==> src/lrbm_ram.sv <==
// Generic simple dual-port RAM: one write port, one registered read port.
// Stands alone; no package needed.
`timescale 1ns / 1ps
`default_nettype none

module lrbm_ram #(
	parameter int WIDTH = 8,
	parameter int DEPTH = 16
) (
	input  wire logic                     clk,
	input  wire logic                     we,
	input  wire logic [$clog2(DEPTH)-1:0] waddr,
	input  wire logic [WIDTH-1:0]         wdata,
	input  wire logic [$clog2(DEPTH)-1:0] raddr,
	output logic      [WIDTH-1:0]         rd_data_q
);

	logic [WIDTH-1:0] mem [DEPTH];

	always_ff @(posedge clk) begin
		if (we) begin
			mem[waddr] <= wdata;
		end
		rd_data_q <= mem[raddr];
	end

endmodule

`default_nettype wire

==> config.mk <==
export PLATFORM = sky130hd
export DESIGN_NAME = lrbm_ram
export DESIGN_NICKNAME = d
export VERILOG_FILES = /design/src/lrbm_ram.sv
export SDC_FILE = /design/constraint.sdc
export NUM_CORES = 1
export LEC_CHECK = 0
export BUFFER_PORTS_ARGS = -buffer_cell sky130_fd_sc_hd__buf_2
export CAP_MARGIN = 0
export CORE_MARGIN = 2
export CORE_UTILIZATION = 30
export CTS_CLUSTER_DIAMETER = 120
export DETAILED_ROUTE_END_ITERATION = 8
export PLACE_DENSITY = 0.43
export SYNTH_ARGS = -nofsm -noshare
export SYNTH_HDL_FRONTEND = slang
export SYNTH_SLANG_ARGS = --single-unit
==> constraint.sdc <==
create_clock -name clk -period 2.3 [get_ports clk]
set_clock_uncertainty 0.2 [all_clocks]
set_input_delay 0 -clock clk [delete_from_list [all_inputs] [get_ports clk]]
set_output_delay 0 -clock clk [all_outputs]
set_load 0.03 [all_outputs]
**Word-level counts from Yosys, hierarchy flattened**

Memories as Yosys holds them, arrays and structs flattened. A register that Yosys moved wholly into a read port is not among the register bits.
Cells that the tools add are included.

- Memory bits (writable): 128
- Output and inout port bits: 8
- Register bits: 0
- Logic and storage cells: 3
- Memories: 1

Memory list:

| memory | depth | bits a word | rd ports | clocked after memory_dff | write ports | line | source |
|---|---|---|---|---|---|---|---|
| mem | 16 | 8 | 1 | 1 | 1 | 18 | `logic [WIDTH-1:0] mem [DEPTH];` |

- Mux-type cells: 2

Operators with widths:

| kind | count |
|---|---|
| 2-to-1 mux 1 bit | 2 |

**Longest topological paths before layout**

- Word-level depth: 2
- Depth in mapped cells: 5
- Depth with buffers taken out: 3

**Worst setup path before layout**

Ideal clock, no wire load.

- Path type: input to register
- From: input waddr[2]
- To: memory mem[0][0], enable pin
- Path buffers: 0
- Arrival: 1110 ps
- Required time: 1717 ps
- Setup slack: 607 ps
- Stages on the path: 2
- Path through: or3b_2 -> nor3_1

RTL lines:

| item | line | source |
|---|---|---|
| from (decl) | 12 | `input wire logic [$clog2(DEPTH)-1:0] waddr,` |
| to (decl) | 18 |  |

No word-level cell before the write port.

**Worst setup path after layout**

- From: input waddr[1]
- To: memory mem[0][3], enable pin

No word-level cell before the write port.

==> run_results.csv <==
group,metric,value,unit
setup_path,crit_top_cell,"sky130_fd_sc_hd__dlygate4sd3_1",
setup_path,path_cells,"dlygate4sd3_1 > buf_2 > nor3_1 > dlygate4sd3_1 > buf_4",
setup_path,crit_type,"in -> reg",
route,routed-via-count,2422,
cts,worst_setup_hold_path_clk_slew,60,ps
placement,port_buffers,25,
global_route,initial_antenna_violation_count,0,
cells_and_area,final_layout_size_suffix_gt1_share,28.9,%
floorplanning,die-area,18200,um^2
setup_path,critical_path_required,2220,ps
pwr,internal_power,4.75,mW
cells_and_area,multi_input_comb_area,1060,um^2
synth,mapped_avg_cell_area,22.5,um^2
sta,rsz_0062_raised_after_global_routing,"false",
sta,hold_viol_final,1,
synth,ys_top_cells_by_area,"sky130_fd_sc_hd__edfxtp_1, sky130_fd_sc_hd__mux4_2, sky130_fd_sc_hd__mux4_1",
pwr,power.static_leakage,2.16,nW
synth,netlist_area,5150,um^2
global_route,grt_start_max_net_pins,33,
global_route,remaining_overflow_grt,0,
global_route,grt_pass1_wl,15800,um
synth,sequential_fraction_of_the_synthesis_area,77.8,%
route,wl_cell,20.1,um
pwr,power.share.sequential,47.3,%
sta,number_of_setup_violations_in_the_final_report,0,
cts,number_of_buffers_created_by_cts,17,
global_route,first_global_vias,2554,
sta,whs,-2.20,ps
setup_path,worst_setup_path_end_kind,"flip-flop",
sta,final_min_period_over_clock_period,75.1,%
synth,synth-main-ff-cell,"sky130_fd_sc_hd__edfxtp_1",
cells_and_area,final_standard_cell_count_with_taps_included_and_fillers_excluded,528,
cells_and_area,num_antenna_cells,0,
pwr,power.density,924,nW/um^2
pwr,clockPowerShare,47.5,%
synth,post_synth_inst_count,229,
cells_and_area,fillerInstances,1541,
synth,syn_nets,247,
pwr,switching_part_of_the_total,19.3,%
cts,cts_max_path_buffers,2,
placement,detailedPlacementHpwl,6810,um
cells_and_area,areaGrowthSynthToFinish,23.8,%
placement,pre_cts_ws,565,ps
worst_hold_path,classification_of_the_worst_slack_hold_path,"in -> reg",
outcome,failed_checks,"hold timing",
cts,cts_tree,"done",
global_route,global_route.usage.total,12.6,%
setup_path,critPathBufInv,4,
floorplanning,row_count,47,
route,drtAntennaViolNets,0,
setup_path,crit_path_top_delay_cell,"sky130_fd_sc_hd__dlygate4sd3_1",
placement,postPlaceCellArea,5630,um^2
sta,post-route-worst-setup-slack,573,ps
floorplanning,core-area,16700,um^2
cts,post_cts_resized,0,
cells_and_area,finalCoreUtilization,38.2,%
cts,cts_max_level,4,
cts,clkSinkCount,136,
setup_path,worst_path_largest_cell_delay,580,ps
floorplanning,i_o_pin_count,26,
setup_path,cp_top_family,"buffers and inverters",
pwr,pwr-share-comb,5.2,%
outcome,outcome,"finished with violations",
synth,synth-edff-count,128,
route,detailedRoute.firstIterationViolations,170,
flow_run,cap_viol_max_count,0,
cells_and_area,final_nets,313,
sta,finalWorstPathRequiredPeriod,1730,ps
sta,max_slew_margin,56.0,%
sta,setup_tns,0,ps
setup_path,critical_path_peak_fanout,8,
pwr,p_total,5.89,mW
pwr,peakVddDrop,0.522,mV
route,drt_pre_antenna_iters,4,
setup_path,critical_path_cell_count,5,
worst_hold_path,number_of_cells_traversed_by_the_worst_hold_path,4,
placement,dp_cells,483,
cells_and_area,register_area,4000,um^2
setup_path,crit_path_arrival_time,1640,ps
floorplanning,die_y_extent,135,um
synth,yosysTopAreaCellShare,74.7,%
synth,synth_cell_type_count,19,
synth,post-synth-top-area-cell,"sky130_fd_sc_hd__edfxtp_1",
synth,ys_seq_elements,136,
floorplanning,die_width,135,um
cts,cts_root_buf,"sky130_fd_sc_hd__clkbuf_16",
route,drt-total-wl,10600,um
synth,synth-async-reset-ratio,0,%
synth,most_frequently_used_cell_type_in_the_post_synthesis_netlist,"sky130_fd_sc_hd__edfxtp_1",
synth,yosys-top-cells-count,"sky130_fd_sc_hd__edfxtp_1, sky130_fd_sc_hd__mux4_2, sky130_fd_sc_hd__a22oi_1, sky130_fd_sc_hd__mux4_1, sky130_fd_sc_hd__nor2_1",
sta,timing.final.max_slew_violations,0,
cells_and_area,layout.cell_area.non_filler,6370,um^2
placement,gp_routability_congestion,0.718,
route,drc,0,
sta,worst_pin_slew,657,ps
setup_path,critPathLaunchType,"primary input",
sta,clock.fmax,579,MHz
floorplanning,initial_core_util,30.8,%
pwr,net-switching-power,1.14,mW
setup_path,rr_worst_depth,3,
synth,synth_warnings,0,
cts,clock_insertion_delay_worst_skew,410,ps
route,detail_route.vias_per_cell,4.59,
-- cells in the final DEF, fill, tap and decap left out, types with 2 or more instances in the layout --
| master | Yosys | layout |
|---|---|---|
| sky130_fd_sc_hd__a22oi_1 | 16 | 16 |
| sky130_fd_sc_hd__buf_12 | 0 | 2 |
| sky130_fd_sc_hd__buf_2 | 3 | 25 |
| sky130_fd_sc_hd__buf_4 | 1 | 17 |
| sky130_fd_sc_hd__bufinv_16 | 0 | 4 |
| sky130_fd_sc_hd__clkbuf_1 | 0 | 3 |
| sky130_fd_sc_hd__clkbuf_16 | 0 | 17 |
| sky130_fd_sc_hd__clkbuf_8 | 0 | 2 |
| sky130_fd_sc_hd__clkinv_1 | 0 | 3 |
| sky130_fd_sc_hd__clkinv_2 | 0 | 2 |
| sky130_fd_sc_hd__dfxtp_1 | 8 | 8 |
| sky130_fd_sc_hd__dlygate4sd3_1 | 0 | 13 |
| sky130_fd_sc_hd__edfxtp_1 | 128 | 128 |
| sky130_fd_sc_hd__mux4_1 | 14 | 14 |
| sky130_fd_sc_hd__mux4_2 | 18 | 18 |
| sky130_fd_sc_hd__nand2_1 | 9 | 9 |
| sky130_fd_sc_hd__nand2b_1 | 2 | 2 |
| sky130_fd_sc_hd__nand3b_1 | 2 | 2 |
| sky130_fd_sc_hd__nor2_1 | 13 | 13 |
| sky130_fd_sc_hd__nor3_1 | 4 | 4 |
-- worst paths after layout --
kind                        startpoint              endpoint  slack, ps
setup / recovery              waddr[1]   mem[0][3]$_DFFE_PP_        570
hold / removal                raddr[3]  rd_data_q[0]$_DFF_P_         -2
setup reg to reg   mem[1][3]$_DFFE_PP_  rd_data_q[3]$_DFF_P_        710
hold reg to reg   mem[14][5]$_DFFE_PP_  rd_data_q[5]$_DFF_P_        470
-- cell families (layout without fill, tap and decap cells) --
family,count (synthesis),count (layout),share of synthesized area [%]
AO/OA/AOI/OAI,16,16,2.33
buffers and inverters,10,89,1.68
flip-flops,136,136,77.8
multiplexers,32,32,15.0
AND/OR/NAND/NOR,35,35,3.18
-- sequential cells by signal, indices dropped and copies added, names as in the netlist --
| signal | flops |
|---|---|
| mem | 128 |
| rd_data_q | 8 |
-- worst reg2reg max path, cell delays in order, from the launching register on --
cell                       delay, ps
sky130_fd_sc_hd__edfxtp_1        370
sky130_fd_sc_hd__mux4_1          500
sky130_fd_sc_hd__a22oi_1         310
sky130_fd_sc_hd__nand2_1          90
-- layout make-up --
cell class,instances,share of cell area (%)
timing repair buffer,57,6.64
clock inverter,10,2.34
clock buffer,22,7.28
sequential,136,62.8
tap,220,4.32
multi-input combinational,83,16.6
-- layer usage --
metal / routed length (um) / track usage (%) / part of all wire (%) / vias to the layer above
li1: - / - / - / 1102
met1: 5060 / 16.6 / 48 / 1261
met2: 5080 / 19.7 / 48 / 44
met3: 315 / 3.38 / 3.0 / 15
met4: 172 / 5.38 / 1.6 / 0
met5: 0 / 0 / 0 / -
-- power groups by stage --
| stage | sequential [mW] | combinational, mW | clock [mW] |
|---|---|---|---|
| floorplan | 2.87 | 0.141 | 0 |
| global placement | 2.84 | 0.295 | 0 |
| detailed placement | 2.84 | 0.298 | 0 |
| CTS | 2.79 | 0.314 | 2.85 |
| global route | 2.79 | 0.335 | 2.95 |
| finish | 2.79 | 0.307 | 2.80 |
-- timing repair --
item                      4_1_cts  5_1_grt
buffers inserted                0        0
hold buffers                   13        0
hold endpoints to repair      163        0
No activity file was read; power rests on OpenSTA's default activity.
