**src/lrbm_pkg.sv**
```systemverilog
// Shared types and constants for the longest-run merge unit.
// Used by every module of the block but lrbm_ram; depends on nothing.
`timescale 1ns / 1ps
`default_nettype none

package lrbm_pkg;

	// Table range and field widths
	localparam int VALUE_BITS  = 10;
	localparam int IN_VALUE_W  = 10;
	localparam int OUT_LEN_W   = 11;
	localparam int LEN_W       = VALUE_BITS + 1;
	localparam int TABLE_DEPTH = 1 << VALUE_BITS;
	localparam int EPOCH_W     = 8;

	localparam logic [VALUE_BITS-1:0] VALUE_MAX = '1;
	localparam logic [EPOCH_W-1:0]    EPOCH_MAX = '1;
	localparam logic [EPOCH_W-1:0]    EPOCH_SWEPT = '0;
	localparam logic [EPOCH_W-1:0]    EPOCH_FIRST = EPOCH_W'(1);

	localparam logic CMD_INSERT = 1'b0;
	localparam logic CMD_CLEAR  = 1'b1;

	// One table entry: the entry is present when its tag matches the live epoch
	typedef struct packed {
		logic [EPOCH_W-1:0] tag;
		logic [LEN_W-1:0]   len;
	} entry_t;

	localparam int ENTRY_W = $bits(entry_t);

	// Result handed from the controller to the output register
	typedef struct packed {
		logic [OUT_LEN_W-1:0] longest;
		logic [OUT_LEN_W-1:0] run_length;
		logic                 duplicate;
	} res_t;

	typedef enum logic [2:0] {
		ST_SWEEP,
		ST_IDLE,
		ST_RD_LEFT,
		ST_RD_RIGHT,
		ST_WR_MID,
		ST_WR_LO,
		ST_WR_HI,
		ST_DONE
	} state_t;

	// Wrap the input value onto the table range
	function automatic logic [VALUE_BITS-1:0] wrap_value(input logic [IN_VALUE_W-1:0] v);
		logic [IN_VALUE_W+VALUE_BITS-1:0] wide;
		wide = {{VALUE_BITS{1'b0}}, v};
		return wide[VALUE_BITS-1:0];
	endfunction

	// Fit an internal length onto the output field width
	function automatic logic [OUT_LEN_W-1:0] to_out_len(input logic [LEN_W-1:0] len);
		logic [LEN_W+OUT_LEN_W-1:0] wide;
		wide = {{OUT_LEN_W{1'b0}}, len};
		return wide[OUT_LEN_W-1:0];
	endfunction

endpackage

`default_nettype wire

```
**src/lrbm_obuf.sv**
```systemverilog
// Output register: holds one result until the consumer takes it, so the
// controller can move on. Uses lrbm_pkg.
`timescale 1ns / 1ps
`default_nettype none

module lrbm_obuf import lrbm_pkg::*; (
	input  wire logic                  clk,
	input  wire logic                  arst_n,
	input  wire logic                  res_valid,
	input  wire res_t                  res,
	output logic                       out_free,
	output logic                       out_valid,
	input  wire logic                  out_stall,
	output logic      [OUT_LEN_W-1:0]  longest,
	output logic      [OUT_LEN_W-1:0]  run_length,
	output logic                       duplicate
);

	logic valid_q;
	res_t res_q;

	assign out_free   = !valid_q || !out_stall;
	assign out_valid  = valid_q;
	assign longest    = res_q.longest;
	assign run_length = res_q.run_length;
	assign duplicate  = res_q.duplicate;

	always_ff @(posedge clk or negedge arst_n) begin
		if (!arst_n) begin
			valid_q <= 1'b0;
		end else if (out_free) begin
			valid_q <= res_valid;
		end
	end

	always_ff @(posedge clk) begin
		if (out_free && res_valid) begin
			res_q <= res;
		end
	end

endmodule

`default_nettype wire

```
**config.mk**
```make
export PLATFORM = sky130hd
export DESIGN_NAME = lrbm_obuf
export DESIGN_NICKNAME = d
export VERILOG_FILES = /design/src/lrbm_pkg.sv /design/src/lrbm_obuf.sv
export SDC_FILE = /design/constraint.sdc
export NUM_CORES = 1
export LEC_CHECK = 0
export ABC_AREA = 1
export ABC_CLOCK_PERIOD_IN_PS = 2800
export BUFFER_PORTS_ARGS = -buffer_cell sky130_fd_sc_hd__buf_2
export CAP_MARGIN = 40
export CORE_MARGIN = 2
export CORE_UTILIZATION = 38
export CTS_CLUSTER_DIAMETER = 120
export DETAILED_ROUTE_END_ITERATION = 16
export GPL_TIMING_DRIVEN = 0
export HOLD_SLACK_MARGIN = 0.08
export PLACE_DENSITY = 0.83
export SYNTH_ARGS = -nofsm -noshare
export SYNTH_HDL_FRONTEND = slang
export SYNTH_SLANG_ARGS = --single-unit
```
**constraint.sdc**
```tcl
create_clock -name clk -period 2.8 [get_ports clk]
set_input_delay 0.14 -clock clk [delete_from_list [all_inputs] [get_ports clk]]
set_output_delay 0.14 -clock clk [all_outputs]
set_load 0.02 [all_outputs]
```
# Yosys cells after proc, flatten, opt, wreduce, memory -nomap -nowiden
# Index checks and enable logic that the tools add are counted.
dict set report totals {
  ff_bits 24
  input_bits 27
  output_inout_bits 25
  word_cells 8
}
dict set report op_classes {
  reduce_logical 4
}
# operator count
set ops {}
lappend ops {{$logic_not A1 Y1} 2}
lappend ops {{$logic_and A1 B1 Y1} 1}
lappend ops {{$logic_or A1 B1 Y1} 1}

# Depth between registers and ports, before layout
dict set report depth {
  depth_word 3
  depth_mapped 2
  depth_no_buf 2
}

# Worst setup path before layout
# Ideal clock, no wire load.
dict set report synth_path {
  kind {register to register}
  from {register valid_q, in the netlist out_valid}
  to {register res_q, in the netlist duplicate, enable pin}
  setup_time_ps 411
  arrival_time_ps 1666
  required_ps 2389
  setup_slack_ps 724
  stages_incl_launch_ff 2
  n_path_buf 0
  synth_period_minus_slack_ps 2076
  path_cell_list {dfrtp_1 a21oi_1}
}
dict set report synth_between {
  elab_chain_cells 3
}
# item line
set synth_rtl {}
lappend synth_rtl {{start, declared} lrbm_obuf.sv:19} ;# logic valid_q;
lappend synth_rtl {{start signal, assigned} lrbm_obuf.sv:32} ;# valid_q <= res_valid;
lappend synth_rtl {{$logic_not A1 Y1} lrbm_obuf.sv:22} ;# assign out_free = !valid_q || !out_stall;
lappend synth_rtl {{$logic_or A1 B1 Y1} lrbm_obuf.sv:22}
lappend synth_rtl {{$logic_and A1 B1 Y1} lrbm_obuf.sv:37} ;# if (out_free && res_valid) begin
lappend synth_rtl {{end signal, assigned} lrbm_obuf.sv:38} ;# res_q <= res;
lappend synth_rtl {{end, declared} lrbm_obuf.sv:20} ;# res_t res_q;
# Every way passes these cells.
# A chain may end at the register's enable or synchronous reset.

# Final worst setup path
dict set report layout_path {
  from {register valid_q, in the netlist out_valid}
  to {register res_q, in the netlist longest[4], enable pin}
}
# Same word-level chain as after synthesis.

==> summary.txt <==
Drt
  • Antenna-violating nets left: 0
  • DRC violations left: 0
  • TritonRoute pass-1 iters: 4
  • WL final: around 1600 um
  • Routed via count: 556
  • WL/cell: ~12 um
  • Vias per cell: just over 4
  • Number of DRC markers in iteration 0: 3

Run
  • Max-cap violations: 0

Placement
  • IO Port Bufs: 51
  • RePlAce Congestion: between 0.6 and 0.7
  • Placed Instances: ~110
  • Dpl ws: roughly 1.5 ns
  • Post-DP HPWL: roughly 1100 um
  • Dpl cell area: approximately 1000 sq um

Final layout
  • Ant diodes: 0
  • Area delta synth->final: 84.4%
  • Layout Cells excl Fill: around 140
  • # nets final: roughly 140
  • Finished Cell Area: 1350 sq um
  • Fillcell total: around 120
  • Layout cells sized above 1: about 52%

Power and ir drop
  • Net Switching: 0.000153 W
  • Net Sw Frac: between 10% and 20%
  • Worst vdd ir: approximately 0.33 mV
  • Logic pwr share: between 10% and 20%
  • PwrDens: between 500 and 600 nW/um^2
  • Clock Power Share: around a third
  • Pint: around 0.00061 W
  • Lkg Pwr: between 0.5 and 0.6 nW
  • Flop pwr share: ~55%

Clock network
  • H-tree levels: 1
  • CTS tree: done
  • Clk buf depth: 2
  • Clock Root Buffer: clkbuf_4
  • Clock-pin transition on the worst setup and hold timing paths: approximately 0.13 ns
  • Worst-skew pair later-pin latency: slightly above 0.3 ns
  • CTS buffer count: 3
  • Clock sinks: 24

Die
  • DIE WIDTH: ~48 um
  • Die area: 2290 sq um
  • Row count: 15
  • I/O pin count: between 50 and 60
  • Chip height: between 40 and 50 um
  • Core area: roughly 1800 sq um
  • Initial Util: approximately 41%

Synthesis
  • Post-Syn Area: roughly 730 sq um
  • Area fraction in compound gates after synthesis: 0.684%
  • Synth Warn #: 0
  • Post-Synthesis Net Count: 55
  • Sequential share of the synthesized area: a little over nine tenths
  • Post-synthesis instance total: 28
  • Flops & latches, synth: 24
  • Main combinational cell family by area after synthesis: simple AND/OR/NAND/NOR gates
  • Post-synthesis simple-gate area fraction: 1.03%
  • Syn avg cell area: 26.1 sq um
  • Mux contribution to synthesized area: 0%
  • Post-Synth Adder-Cell Area: 0%
  • Yosys cell types: 5
  • Post-synthesis xor/xnor area fraction: 0%

Timing
  • Period Utilization, post-route: a little under half
  • Final setup skew: 0.00679 ns
  • Final setup vio count: 0
  • Setup_tns: 0 ns
  • FMAX: approximately 750 MHz
  • Pins Over Slew Limit: 0
  • Worst slew pin tran: 0.428 ns
  • Hold Vio Cnt, Final: 0
  • Hold slack: around 0.11 ns
  • Slew HR: a little under three quarters
  • RSZ-0062 raised after global routing: false
  • Final period demand of the worst path: approximately 1.3 ns
  • Post-route setup slack: about 1.5 ns

GRT
  • Initial antenna violation count: 0
  • Grt total ovfl: 0
  • Largest net degree at the start of global routing: 18
  • Vias in the first global route: 514
  • Gr usage total: between 10% and 20%
  • First-pass GRT wire length: between 2000 and 2500 um

Critical path
  • CP endpoint kind: register
  • Worst Path Max Fanout: 17
  • Crit path DAT: 1.37 ns
  • Required time worst endpoint: approximately 2.8 ns
  • CP Launch Type: register
  • Setup CP Type: register to register

Hold path
  • Worst min path class: input pin to asynchronous set/reset pin

Run status
  • Status: finished, final reports clean
## cell families (layout without fill, tap and decap cells)
logic type,after synthesis,count (layout)
flops,24,24
compound gates,1,1
buf+inv,1,83
simple gates,2,2
## stage by stage
step / utilization, % / power, W
after floorplan: - / 0.000465
after global placement: 57.7 / 0.000500
after detailed placement: 58.8 / 0.000506
after CTS: 76.5 / 0.000775
after global routing: 76.5 / 0.000796
final: 76.5 / 0.000767
## per-layer routing
layer | track usage [%] | part of all wire [%] | vias up
li1 | - | - | 272
met1 | 13.9 | 33 | 248
met2 | 27.5 | 55 | 34
met3 | 4.53 | 10 | 2
met4 | 11.4 | 1.3 | 0
met5 | 0 | 0 | -
## critical path, cell delays in order (launching register included)
cell,delay (ns)
dfrtp_1,0.44
a21oi_2,0.39
buf_8,0.23
## layout make-up
cell class | count | area, sq um | share of cell area (%)
repair buffers | 78 | 531 | 39.3
multi-input cells | 3 | 16.3 | 1.20
clock buffers | 3 | 22.5 | 1.67
inverters | 1 | 3.75 | 0.278
well taps | 25 | 31.3 | 2.32
clock inverters | 1 | 30.0 | 2.22
flip-flops and latches | 24 | 716 | 53.0
## worst paths after layout
| path | from | endpoint | slack, ns | cells past startpoint |
|---|---|---|---|---|
| max in group asynchronous | arst_n | out_valid | 2.60 | 2 |
| min in group clk | out_stall | longest[6] | 0.22 | 2 |
| max | out_valid | longest[4] | 1.46 | 2 |
| min reg2reg | out_valid | longest[6] | 0.75 | 1 |
| min | arst_n | out_valid | 0.11 | 2 |
| max reg2reg | out_valid | longest[4] | 1.46 | 2 |
## cells in the final DEF (no fill, tap or decap)
| master | n |
|---|---|
| a21oi_2 | 1 |
| nand2_1 | 2 |
| inv_1 | 1 |
| dlygate4sd3_1 | 26 |
| edfxtp_1 | 23 |
| dfrtp_1 | 1 |
| bufinv_16 | 1 |
| buf_2 | 51 |
| buf_8 | 1 |
| clkbuf_4 | 3 |
## power groups by stage
| stage | sequential (W) | clock [W] | combinational, W |
|---|---|---|---|
| floorplan | 0.000456 | 0 | 0.00000898 |
| global placement | 0.000430 | 0 | 0.0000702 |
| detailed placement | 0.000430 | 0 | 0.0000766 |
| CTS | 0.000422 | 0.000249 | 0.000105 |
| global route | 0.000424 | 0.000260 | 0.000113 |
| finish | 0.000422 | 0.000242 | 0.000104 |
## registers in the layout, indices dropped and copies added (netlist names)
signal and count:
longest 11, run_length 11, duplicate 1, out_valid 1
## cells in the mapped netlist
library cell	instances	area, sq um
edfxtp_1	23	691
nand2_1	2	7.51
a21oi_1	1	5.00
dfrtp_1	1	25.0
inv_1	1	3.75
## repair_timing
item                                   in CTS  in global routing
setup buffers                               0                  0
endpoints found under the hold margin      25                  0
gates resized for setup                     0                  0
hold buffers                               26                  0
No activity file was read; power rests on OpenSTA's default activity.
