### config.mk
export PLATFORM = sky130hd
export DESIGN_NAME = lrbm_ctrl
export DESIGN_NICKNAME = d
export VERILOG_FILES = /design/src/lrbm_pkg.sv /design/src/lrbm_ctrl.sv
export SDC_FILE = /design/constraint.sdc
export NUM_CORES = 1
export LEC_CHECK = 0
export BUFFER_PORTS_ARGS = -buffer_cell sky130_fd_sc_hd__buf_2
export CORE_MARGIN = 1.5
export CORE_UTILIZATION = 58
export CTS_CLUSTER_DIAMETER = 200
export DETAILED_ROUTE_END_ITERATION = 10
export PLACE_DENSITY = 0.93
export RECOVER_POWER = 25
export SLEW_MARGIN = 5
export SYNTH_ARGS = -nofsm -noshare
export SYNTH_HDL_FRONTEND = slang
export SYNTH_SLANG_ARGS = --single-unit
### constraint.sdc
create_clock -name clk -period 5.4 [get_ports clk]
set_clock_uncertainty 0.1 [all_clocks]
set_input_delay 1.08 -clock clk [delete_from_list [all_inputs] [get_ports clk]]
set_output_delay 1.08 -clock clk [all_outputs]
set_load 0.02 [all_outputs]
### src/lrbm_pkg.sv
// Shared types and constants for the longest-run merge unit.
// Used by every module of the block but lrbm_ram; depends on nothing.
`timescale 1ns / 1ps
`default_nettype none

package lrbm_pkg;

	// Table range and field widths
	localparam int VALUE_BITS  = 10;
	localparam int IN_VALUE_W  = 10;
	localparam int OUT_LEN_W   = 11;
	localparam int LEN_W       = VALUE_BITS + 1;
	localparam int TABLE_DEPTH = 1 << VALUE_BITS;
	localparam int EPOCH_W     = 8;

	localparam logic [VALUE_BITS-1:0] VALUE_MAX = '1;
	localparam logic [EPOCH_W-1:0]    EPOCH_MAX = '1;
	localparam logic [EPOCH_W-1:0]    EPOCH_SWEPT = '0;
	localparam logic [EPOCH_W-1:0]    EPOCH_FIRST = EPOCH_W'(1);

	localparam logic CMD_INSERT = 1'b0;
	localparam logic CMD_CLEAR  = 1'b1;

	// One table entry: the entry is present when its tag matches the live epoch
	typedef struct packed {
		logic [EPOCH_W-1:0] tag;
		logic [LEN_W-1:0]   len;
	} entry_t;

	localparam int ENTRY_W = $bits(entry_t);

	// Result handed from the controller to the output register
	typedef struct packed {
		logic [OUT_LEN_W-1:0] longest;
		logic [OUT_LEN_W-1:0] run_length;
		logic                 duplicate;
	} res_t;

	typedef enum logic [2:0] {
		ST_SWEEP,
		ST_IDLE,
		ST_RD_LEFT,
		ST_RD_RIGHT,
		ST_WR_MID,
		ST_WR_LO,
		ST_WR_HI,
		ST_DONE
	} state_t;

	// Wrap the input value onto the table range
	function automatic logic [VALUE_BITS-1:0] wrap_value(input logic [IN_VALUE_W-1:0] v);
		logic [IN_VALUE_W+VALUE_BITS-1:0] wide;
		wide = {{VALUE_BITS{1'b0}}, v};
		return wide[VALUE_BITS-1:0];
	endfunction

	// Fit an internal length onto the output field width
	function automatic logic [OUT_LEN_W-1:0] to_out_len(input logic [LEN_W-1:0] len);
		logic [LEN_W+OUT_LEN_W-1:0] wide;
		wide = {{OUT_LEN_W{1'b0}}, len};
		return wide[OUT_LEN_W-1:0];
	endfunction

endpackage

`default_nettype wire

### src/lrbm_ctrl.sv
// Sequencer and merge datapath: reads the value and its neighbours from the
// table, writes the merged length back and tracks the longest run. Uses lrbm_pkg.
`timescale 1ns / 1ps
`default_nettype none

module lrbm_ctrl import lrbm_pkg::*; (
	input  wire logic                   clk,
	input  wire logic                   arst_n,
	input  wire logic                   in_valid,
	output logic                        in_stall,
	input  wire logic                   cmd,
	input  wire logic [IN_VALUE_W-1:0]  value,
	output logic                        mem_we,
	output logic      [VALUE_BITS-1:0]  mem_waddr,
	output logic      [ENTRY_W-1:0]     mem_wdata,
	output logic      [VALUE_BITS-1:0]  mem_raddr,
	input  wire logic [ENTRY_W-1:0]     mem_rdata,
	output logic                        res_valid,
	output res_t                        res,
	input  wire logic                   out_free
);

	state_t state_q, state_d;

	logic [VALUE_BITS-1:0] v_q;
	logic                  cmd_q;
	logic                  dup_q;
	logic [LEN_W-1:0]      left_q;
	logic [LEN_W-1:0]      run_q;
	logic [VALUE_BITS-1:0] lo_q;
	logic [VALUE_BITS-1:0] hi_q;
	logic [EPOCH_W-1:0]    epoch_q;
	logic [VALUE_BITS-1:0] sweep_q;
	logic [LEN_W-1:0]      longest_q;

	entry_t                rd_entry;
	entry_t                wr_entry;
	logic                  hit;
	logic [LEN_W-1:0]      v_ext;
	logic [LEN_W-1:0]      left_c;
	logic [LEN_W-1:0]      right_c;
	logic [LEN_W-1:0]      run_c;
	logic [LEN_W-1:0]      lo_c;
	logic [LEN_W-1:0]      hi_c;
	logic [LEN_W-1:0]      room_c;
	logic [LEN_W-1:0]      longest_d;
	logic                  accept;
	logic                  finish;

	assign rd_entry = entry_t'(mem_rdata);
	assign hit      = (rd_entry.tag == epoch_q);
	assign v_ext    = {1'b0, v_q};

	// Neighbours beyond either end of the range count as absent
	assign left_c  = (v_q != '0 && hit) ? rd_entry.len : '0;
	assign right_c = (v_q != VALUE_MAX && hit) ? rd_entry.len : '0;
	assign run_c   = left_q + right_c + LEN_W'(1);
	assign lo_c    = (left_c <= v_ext) ? (v_ext - left_c) : '0;
	assign room_c  = {1'b0, VALUE_MAX} - v_ext;
	assign hi_c    = (right_c <= room_c) ? (v_ext + right_c) : {1'b0, VALUE_MAX};

	assign longest_d = (cmd_q == CMD_CLEAR) ? '0 :
		((run_q > longest_q) ? run_q : longest_q);

	assign accept = (state_q == ST_IDLE) && in_valid;
	assign finish = (state_q == ST_DONE) && out_free;

	assign res.longest    = to_out_len(longest_d);
	assign res.run_length = to_out_len(run_q);
	assign res.duplicate  = dup_q;
	assign mem_wdata      = wr_entry;

	always_ff @(posedge clk or negedge arst_n) begin
		if (!arst_n) begin
			state_q <= ST_SWEEP;
		end else begin
			state_q <= state_d;
		end
	end

	always_comb begin
		state_d        = state_q;
		in_stall       = 1'b1;
		mem_raddr      = v_q;
		mem_we         = 1'b0;
		mem_waddr      = v_q;
		wr_entry.tag   = epoch_q;
		wr_entry.len   = run_q;
		res_valid      = 1'b0;
		case (state_q)
			ST_SWEEP: begin
				mem_we       = 1'b1;
				mem_waddr    = sweep_q;
				wr_entry.tag = EPOCH_SWEPT;
				wr_entry.len = '0;
				if (sweep_q == VALUE_MAX) begin
					state_d = ST_IDLE;
				end
			end
			ST_IDLE: begin
				in_stall  = 1'b0;
				mem_raddr = wrap_value(value);
				if (in_valid) begin
					state_d = (cmd == CMD_CLEAR) ? ST_DONE : ST_RD_LEFT;
				end
			end
			ST_RD_LEFT: begin
				// entry at the value itself arrives now
				mem_raddr = v_q - VALUE_BITS'(1);
				state_d   = hit ? ST_DONE : ST_RD_RIGHT;
			end
			ST_RD_RIGHT: begin
				mem_raddr = v_q + VALUE_BITS'(1);
				state_d   = ST_WR_MID;
			end
			ST_WR_MID: begin
				mem_we       = 1'b1;
				wr_entry.len = left_q + right_c + LEN_W'(1);
				state_d      = ST_WR_LO;
			end
			ST_WR_LO: begin
				mem_we    = 1'b1;
				mem_waddr = lo_q;
				state_d   = ST_WR_HI;
			end
			ST_WR_HI: begin
				mem_we    = 1'b1;
				mem_waddr = hi_q;
				state_d   = ST_DONE;
			end
			ST_DONE: begin
				res_valid = 1'b1;
				if (out_free) begin
					state_d = (cmd_q == CMD_CLEAR && epoch_q == EPOCH_MAX) ?
						ST_SWEEP : ST_IDLE;
				end
			end
			default: begin
				state_d = ST_IDLE;
			end
		endcase
	end

	// Control registers
	always_ff @(posedge clk or negedge arst_n) begin
		if (!arst_n) begin
			epoch_q   <= EPOCH_FIRST;
			sweep_q   <= '0;
			longest_q <= '0;
		end else begin
			if (state_q == ST_SWEEP) begin
				sweep_q <= sweep_q + VALUE_BITS'(1);
			end
			if (finish) begin
				longest_q <= longest_d;
				if (cmd_q == CMD_CLEAR) begin
					// retire the epoch; a full sweep resets the tags on wrap
					epoch_q <= (epoch_q == EPOCH_MAX) ? EPOCH_FIRST :
						epoch_q + EPOCH_W'(1);
				end
			end
		end
	end

	// Item payload registers
	always_ff @(posedge clk) begin
		if (accept) begin
			v_q    <= wrap_value(value);
			cmd_q  <= cmd;
			dup_q  <= 1'b0;
			run_q  <= '0;
			left_q <= '0;
		end
		if (state_q == ST_RD_LEFT) begin
			dup_q <= hit;
		end
		if (state_q == ST_RD_RIGHT) begin
			left_q <= left_c;
			lo_q   <= lo_c[VALUE_BITS-1:0];
		end
		if (state_q == ST_WR_MID) begin
			run_q <= run_c;
			hi_q  <= hi_c[VALUE_BITS-1:0];
		end
	end

endmodule

`default_nettype wire

After elaboration in Yosys (flattened, before gate mapping)
Cells that the tools add are included.
{"block": "word_totals", "out_inout_bits": 65, "register_bits": 86, "in_bits": 34}
{"block": "op_classes", "n_reduce_logical": 13, "n_addsub": 9, "n_lt_le_gt_ge": 3, "n_eq_ne": 14, "mux": 24}
{"op": "$mux W11", "n": 7}
{"op": "$pmux W10 S3", "n": 2}
{"op": "$pmux W3 S8", "n": 1}
{"op": "$pmux W11 S2", "n": 1}
{"op": "$add A10 B1 Y10 const B", "n": 2}
{"op": "$mux W8", "n": 2}
{"op": "$mux W3", "n": 5}
{"op": "$eq A3 B3 Y1 const B", "n": 4}
{"op": "$add A11 B1 Y11 const B", "n": 1}
{"op": "$add A11 B11 Y11", "n": 1}
{"op": "$gt A11 B11 Y1", "n": 1}
{"op": "$le A11 B10 Y1", "n": 1}
{"op": "$le A11 B11 Y1", "n": 1}
{"op": "$sub A10 B10 Y11 const A", "n": 1}
{"op": "$add A10 B10 Y10", "n": 1}
{"op": "$eq A10 B10 Y1 const B", "n": 1}
{"op": "$ne A10 B10 Y1 const B", "n": 1}
{"op": "$reduce_bool A10 Y1", "n": 1}
{"op": "$sub A10 B1 Y10 const B", "n": 1}
{"op": "$sub A10 B10 Y10", "n": 1}
{"op": "$add A8 B1 Y8 const B", "n": 1}
{"op": "$eq A8 B8 Y1", "n": 1}
{"op": "$eq A8 B8 Y1 const B", "n": 1}
{"op": "$eq A3 B2 Y1 const B", "n": 2}
{"op": "other kinds (9)", "n": 22}

Depth between registers and ports, before layout
Gate-level depths: netlist (run 1).
{"block": "depth", "word_depth": 6, "depth_mapped": 15, "depth_no_buf": 14}

Worst setup path before layout (run 1)
Ideal clock, no wire load.
{"block": "synth_path", "path_type": "input to output", "from": "input port mem_rdata[17]", "to": "output port mem_wdata[5]", "stages": 13, "arrival_ns": 3.839, "required_ns": 4.220, "setup_slack_ns": 0.381, "path_cell_list": "xnor2_1 nand4_1 or2_2 nor2_1 nand2_1 inv_1 ha_1 nor2b_1 o21a_1 o21a_1 o21a_1 o21a_1 o32ai_1"}
{"block": "synth_between", "elab_chain_len": 6}
{"item": "start, declared", "line_no": "lrbm_ctrl.sv:17", "text": "input wire logic [ENTRY_W-1:0] mem_rdata,"}
{"item": "$eq A8 B8 Y1", "line_no": "lrbm_ctrl.sv:51", "text": "assign hit = (rd_entry.tag == epoch_q);"}
{"item": "$logic_and A1 B1 Y1", "line_no": "lrbm_ctrl.sv:56", "text": "assign right_c = (v_q != VALUE_MAX && hit) ? rd_entry.len : '0;"}
{"item": "$mux W11", "line_no": "lrbm_ctrl.sv:56"}
{"item": "$add A11 B11 Y11", "line_no": "lrbm_ctrl.sv:118", "text": "wr_entry.len = left_q + right_c + LEN_W'(1);"}
{"item": "$add A11 B1 Y11", "line_no": "lrbm_ctrl.sv:118"}
{"item": "$pmux W11 S2", "line_no": "lrbm_ctrl.sv:90", "text": "case (state_q)"}
{"item": "end, declared", "line_no": "lrbm_ctrl.sv:15", "text": "output logic [ENTRY_W-1:0] mem_wdata,"}
No other way between the ends.

Final worst setup path (run 1)
{"block": "layout_path", "from": "input port mem_rdata[16]", "to": "output port mem_wdata[7]"}
Same word-level chain as after synthesis.

==> results of run 1 <==
worst max path at each step:
stage,to
after floorplan,mem_wdata[5]
after global routing,mem_wdata[7]
after detailed placement,mem_wdata[7]
final,mem_wdata[7]
after global placement,mem_wdata[7]
after CTS,mem_wdata[7]
layer usage:
layer	vias up	track usage	routed length [um]
li1	2933	-	-
met1	2977	0.4059	7504
met2	384	0.4859	8796
met3	74	0.06315	1821
met4	2	0.1249	652
met5	-	0	9
flip-flops by register name, summed over array words and instances, names as in the netlist:
| register | cells |
|---|---|
| longest_q | 11 |
| left_q | 11 |
| v_q | 10 |
| state_q | 3 |
| cmd_q | 1 |
| lo_q | 10 |
| run_q | 11 |
| hi_q | 10 |
| epoch_q | 8 |
| sweep_q | 10 |
| dup_q | 1 |
layout by cell type, fill, tap and decap left out, types with 3 or more instances in the layout:
cell | Yosys | routed
nor3b_1 | 7 | 7
buf_2 | 2 | 85
nand3_1 | 24 | 24
nand2b_1 | 10 | 10
o311ai_0 | 6 | 5
nand4_1 | 13 | 13
inv_1 | 65 | 65
xnor2_1 | 31 | 31
clkinvlp_4 | 0 | 3
o21bai_1 | 7 | 7
clkbuf_1 | 19 | 12
and2_1 | 13 | 13
a21oi_1 | 41 | 41
nand2_1 | 51 | 51
dfrtp_1 | 31 | 31
fa_1 | 4 | 4
mux2_2 | 3 | 3
ha_1 | 65 | 65
o21a_1 | 11 | 11
o21ai_0 | 36 | 35
nor3_1 | 17 | 17
a211oi_1 | 4 | 4
o22ai_1 | 4 | 4
or2_2 | 6 | 6
and3_1 | 6 | 6
mux2i_1 | 5 | 5
nor2b_1 | 21 | 21
xor2_1 | 14 | 14
nor2_1 | 64 | 63
a31oi_1 | 3 | 3
a21o_1 | 17 | 17
o211ai_1 | 13 | 13
a22o_1 | 17 | 17
edfxtp_1 | 54 | 54
buf_4 | 1 | 17
a222oi_1 | 9 | 9
or4_1 | 3 | 3
clkbuf_16 | 0 | 9
a22oi_1 | 8 | 8
synthesized netlist by cell type, types with 19 or more instances:
| cell | instances |
|---|---|
| ha_1 | 65 |
| dfrtp_1 | 31 |
| edfxtp_1 | 54 |
| a21oi_1 | 41 |
| nor2b_1 | 21 |
| xnor2_1 | 31 |
| nand2_1 | 51 |
| nor2_1 | 64 |
| nand3_1 | 24 |
| inv_1 | 65 |
| o21ai_0 | 36 |
| clkbuf_1 | 19 |
area by class of cell:
| class | count | area [um2] |
|---|---|---|
| Multi-Input combinational cell | 572 | 4068 |
| Fill cell | 849 | 3600 |
| Sequential cell | 86 | 2424 |
| Timing Repair Buffer | 114 | 598.1 |
| Inverter | 65 | 244.0 |
| Clock buffer | 9 | 225.2 |
| Tap cell | 143 | 178.9 |
| Clock inverter | 7 | 81.33 |
worst register-to-register path: cells and delay by family, from the launching register on:
family	cells	cell delay (ns)
AND/OR/NAND/NOR	7	1.75
AO/OA/AOI/OAI	3	0.93
flip-flops	1	0.42
adder cells (fa/ha/maj)	1	0.32
buffers and inverters	2	0.30
power by group through the flow:
| stage | clock network, mW | registers (mW) | logic (mW) |
|---|---|---|---|
| floorplan | 0 | 1.08 | 1.62 |
| global placement | 0 | 1.09 | 2.20 |
| detailed placement | 0 | 1.10 | 2.27 |
| CTS | 0.647 | 1.08 | 2.29 |
| global route | 0.678 | 1.11 | 2.52 |
| finish | 0.649 | 1.09 | 2.32 |
per-stage QoR:
| step | util | cells |
|---|---|---|
| 6_report | 0.6847 | 996 |
| 5_1_grt | 0.6847 | 996 |
| 4_1_cts | 0.6843 | 996 |
| 3_5_place_dp | 0.6575 | 980 |
| 3_3_place_gp | 0.6575 | 980 |
| 2_1_floorplan | - | 747 |
kinds of logic after synthesis:
kind of cell	Yosys count	share of synthesized area
AO/OA/AOI/OAI	200	0.2040
XOR/XNOR	45	0.05784
adder cells (fa/ha/maj)	69	0.1311
buffers and inverters	89	0.04995
flip-flops	86	0.3557
multiplexers	8	0.01230
AND/OR/NAND/NOR	250	0.1891
==> impl_results.md, run 1 <==
* Post-CTS sizing at 0
* Root buffer cell: clkbuf_16
* Cell Area, Placed at ~7500 um2
* CTS tree: done
* Tmin final at roughly 5.2 ns
* R2r endpoint: lo_q[7]
* Endpoint class of the critical path: primary output
* Synth Warn # at 0
* Worst Setup Start Kind: primary input
* Sw Ratio at 0.4750
* Final-report setup violation count at 0
* Run status: complete, but fails checks
* Router iterations before antenna repair at 6
* Fmax at around 190 MHz
* DRC Markers at 0
* Syn avg cell area at 9.122 um2
* Hold buffers post-CTS at 0
* Vias per cell at about 6.4
* Top-area cell type share of the netlist area at 0.2380
* Port Buffers at 98
* Hold_ws at about 0.42 ns
* Power Dens Cells at about 520 nW/um2
* Post-Synthesis Cell Area at about 7000 um2
* Final instance area at 7819 um2
* Int Pwr at approximately 2.1 mW
* Max cap viols at 1
* Synthesized flop and latch total at 86
* WP data required at 4.22 ns
* Syn Inst Count at 747
* Slew headroom at -0.1793
* Ys flop type: edfxtp_1
* WP buf/inv at 3
* I/O pin cnt at 99
* P_sw at 1.932 mW
* Chip width at 111.4 um
* CP peak stage delay at between 0.3 and 0.4 ns
* WL/cell at approximately 19 um
* Die H at approximately 110 um
* Post-CTS setup buffers at 0
* First-pass GRT wire length at about 30000 um
* Sequential area share after synthesis at 0.3557
* Worst Setup SP: mem_rdata[16]
* Grt ovf at 0
* Syn nets at 850
* Lkg Pwr at approximately 3.6 nW
* Total routed wirelength at 18780 um
* Max VDD drop at between 0.0003 and 0.0004 V
* DP Worst Slack at 0.07894 ns
* Post-DRT Antenna Nets at 0
* Failing checks: max-capacitance violations, max-slew violations
* Hold Crit Class: flop to flop
* Total core area at 11420 um2
* Hold path endpoint: longest_q[8]
* Setup slack after layout at 0.1909 ns
* Critical path arrival at approximately 4.0 ns
* Post-synth EDFFs at 54
* Clock latency on the worst-skew pair at 0.35 ns
* Cts bufs inserted at 9
* GRT Util Overall at 0.3040
* CP dominant cell by count: o21a_1
* Share of layout cells above drive strength 1 at 0.1665
* Hold_sp: longest_q[8]
* Critical path peak fanout at 4
* Synth cell types at 67
* Largest net degree at the start of global routing at 33
* Number of global-route vias before repair at slightly below 6000
* Antenna violations before repair at 1
* Final Hold Viols at 0
* FP Rows at 39
* Clock power share at 0.160
* Die Footprint at 12410 um2
* Cell breakdown of the critical path: buf_2 > xnor2_1 > nand4_1 > or2_2 > nor2_2 > nand2_1 > inv_1 > ha_1 > nor2b_1 > o21a_1 > o21a_1 > o21a_1 > o31a_1 > o221ai_1 > buf_4
* Vias at 6370
* Final net count at about 950
* Worst slew pin tran at about 1.8 ns
* Clk sinks at 86
* Cell taking the most area after synthesis: edfxtp_1
* Initial Util at 0.5968
* Setup TNS at 0 ns
* Clk buf depth at 2
* Area Growth Syn to Fin at 14.74%
* Reg clk slew, reported paths at 0.07 ns
* Area contributors post-synth: edfxtp_1 24%, ha_1 12%, dfrtp_1 11%
* Worst hold path stage count at 1
* Crit path kind: primary input to primary output
* FF-to-FF setup slack at 1.30 ns
* Antenna diode count at 0
* Worst r2r src: v_q[2]
* Detailed Place HPWL at approximately 14000 um
* Async S/R FF share, synth at 0.3721
* Comb pwr share at 0.572
* Slew Viols, Final at 33
* Fin crit share at 0.9646
* Stages on the worst setup path at 15
* Gpl congestion at ~0.94
* Delay-heaviest family, CP: compound AO/OA/AOI/OAI gates
* Register share of total power at 0.269
* Worst r2r path cells at 13
* DR iter-0 viols at between 700 and 800
* Power Total at around 4.1 mW
* H-tree levels at 3
* Slowest-stage cell, CP: or2_2
(Power assumes the default switching activity.)
==> run 2: changes to the inputs <==
Settings changed: PLACE_DENSITY 0.93 to 0.84.
==> impl_results.md, run 2 (same netlist as run 1, synthesis figures left out) <==
* Die H at ~110 um
* Commonest cells after routing, fill and taps aside: 89 x buf_2, 65 x inv_1, 65 x ha_1
* Total core area at approximately 11000 um2
* DR iter-0 viols at just under 800
* Area Growth Syn to Fin at 14.34%
* Post-CTS setup buffers at 0
* Grt ovf at 0
* Vias at about 6300
* WP data required at 4.22 ns
* Worst slew pin tran at around 1.7 ns
* CP dominant cell by count: o21a_1
* Worst Setup Start Kind: primary input
* Worst r2r src: v_q[2]
* Max cap viols at 1
* Slew headroom at -0.1545
* Chip width at between 100 and 150 um
* Largest registers: left_q: 11 flops, longest_q: 11 flops, run_q: 11 flops
* Power Dens Cells at slightly above 500 nW/um2
* Hold buffers post-CTS at 0
* Final net count at approximately 950
* Critical path peak fanout at 4
* Setup slack after layout at 0.2185 ns
* Stages on the worst setup path at 15
* R2r endpoint: lo_q[9]
* GRT Util Overall at 0.3014
* Detailed Place HPWL at about 14000 um
* WL/cell at between 15 and 20 um
* Clk buf depth at 2
* H-tree levels at 3
* DRC Markers at 0
* Fin crit share at 0.9595
* Router iterations before antenna repair at 6
* Final-report setup violation count at 0
* Max VDD drop at roughly 0.00032 V
* Critical path arrival at about 4.0 ns
* Failing checks: max-capacitance violations, max-slew violations
* Gpl congestion at between 0.9 and 1
* Root buffer cell: clkbuf_16
* FF-to-FF setup slack at between 1 and 1.5 ns
* Tmin final at between 5 and 6 ns
* Reg clk slew, reported paths at around 0.070 ns
* Endpoint class of the critical path: primary output
* Total routed wirelength at 18480 um
* Crit path kind: primary input to primary output
* Share of layout cells above drive strength 1 at 0.1686
* Initial Util at 0.5968
* Largest net degree at the start of global routing at 33
* Number of global-route vias before repair at 6162
* Hold Crit Class: flop to flop
* Post-DRT Antenna Nets at 0
* Hold_ws at around 0.43 ns
* Slew Viols, Final at 33
* CP peak stage delay at 0.41 ns
* Antenna diode count at 0
* Cell breakdown of the critical path: buf_2 > xnor2_1 > nand4_1 > or2_4 > nor2_2 > nand2_1 > inv_1 > ha_1 > nor2b_1 > o21a_1 > o21a_1 > o21a_1 > o311ai_0 > o221ai_1 > buf_2
* FP Rows at 39
* WP buf/inv at 3
* Hold_sp: sweep_q[8]
* Worst r2r path cells at 13
* Port Buffers at between 90 and 100
* Fmax at a little under 200 MHz
* First-pass GRT wire length at approximately 30000 um
* Run status: complete, but fails checks
* Final Hold Viols at 0
* I/O pin cnt at slightly below 100
* Slowest-stage cell, CP: o311ai_0
* Fill cells at 931
* Delay-heaviest family, CP: compound AO/OA/AOI/OAI gates
* Die Footprint at ~12000 um2
* Vias per cell at approximately 6.3
* Clk sinks at 86
* Lkg Pwr at 3.607 nW
* Antenna violations before repair at 0
* Leading cell type in the layout, fill and taps excluded: buf_2
* Worst Setup SP: mem_rdata[13]
* CTS tree: done
* Clock latency on the worst-skew pair at ~0.35 ns
* Worst Setup EP: mem_wdata[7]
* DP Worst Slack at 0.1097 ns
* Cts bufs inserted at 9
run 2: changes by cell type in the layout (fill, tap and decap cells not counted), moves of 2 or more:
cell        delta
buf_2          +4
inv_4          +2
clkbuf_1       -3
clkinvlp_4     -3
run 2: worst register-to-register path: stages, from the launching register on:
cell	delay (ns)
edfxtp_1	0.39
buf_4	0.20
or4_1	0.55
nor4_2	0.32
nor3_1	0.18
nand2_1	0.16
inv_1	0.09
ha_1	0.32
nor2b_1	0.14
o21ai_0	0.24
a21oi_1	0.15
o41ai_1	0.55
o21ai_0	0.21
a211oi_2	0.27
run 2: through the flow:
step                      total power, mW  instances    util    TNS, ns  instance area, um2
after floorplan                     2.698        747       -          0                6814
after global placement              3.288        981  0.6581          0                7515
after detailed placement            3.365        981  0.6581          0                7515
after CTS                           3.970        997  0.6829          0                7797
after global routing                4.247        997  0.6823  -0.003840                7791
final                               4.000        997  0.6823          0                7791
run 2: report_power, final:
part           leakage, nW  switching (mW)  internal, mW
combinational         2.55            1.47         0.835
clock                0.145           0.280         0.323
sequential           0.912           0.162         0.932
total                 3.61            1.91          2.09
run 2: area by class of cell:
| type | instances | area [um2] | share of cell area |
|---|---|---|---|
| repair buffers | 115 | 606.8 | 0.07789 |
| flip-flops and latches | 86 | 2424 | 0.3111 |
| well taps | 143 | 178.9 | 0.02296 |
| multi-input cells | 572 | 4055 | 0.5205 |
| clock inverters | 6 | 52.55 | 0.006745 |
| clock buffers | 10 | 230.2 | 0.02955 |
| inverters | 65 | 244.0 | 0.03132 |
run 2: timing repair:
item | CTS | global route
hold endpoints to repair | 0 | 0
setup endpoints to repair | 0 | 4
resized for setup | 0 | 3
run 2: routing by layer:
layer | vias up | global-route usage | share of wire
li1 | 2936 | - | -
met1 | 3028 | 0.3976 | 0.41
met2 | 307 | 0.4990 | 0.48
met3 | 45 | 0.05934 | 0.086
met4 | 0 | 0.1055 | 0.024
met5 | - | 0 | 0
run 2: worst min-delay path by stage:
| stage | endpoint | slack, ns | depth (start not counted) |
|---|---|---|---|
| after floorplan | sweep_q[7] | 0.36 | 1 |
| after global placement | longest_q[6] | 0.40 | 1 |
| after detailed placement | sweep_q[8] | 0.40 | 1 |
| after CTS | sweep_q[9] | 0.42 | 1 |
| after global routing | sweep_q[7] | 0.44 | 1 |
| final | sweep_q[8] | 0.43 | 1 |
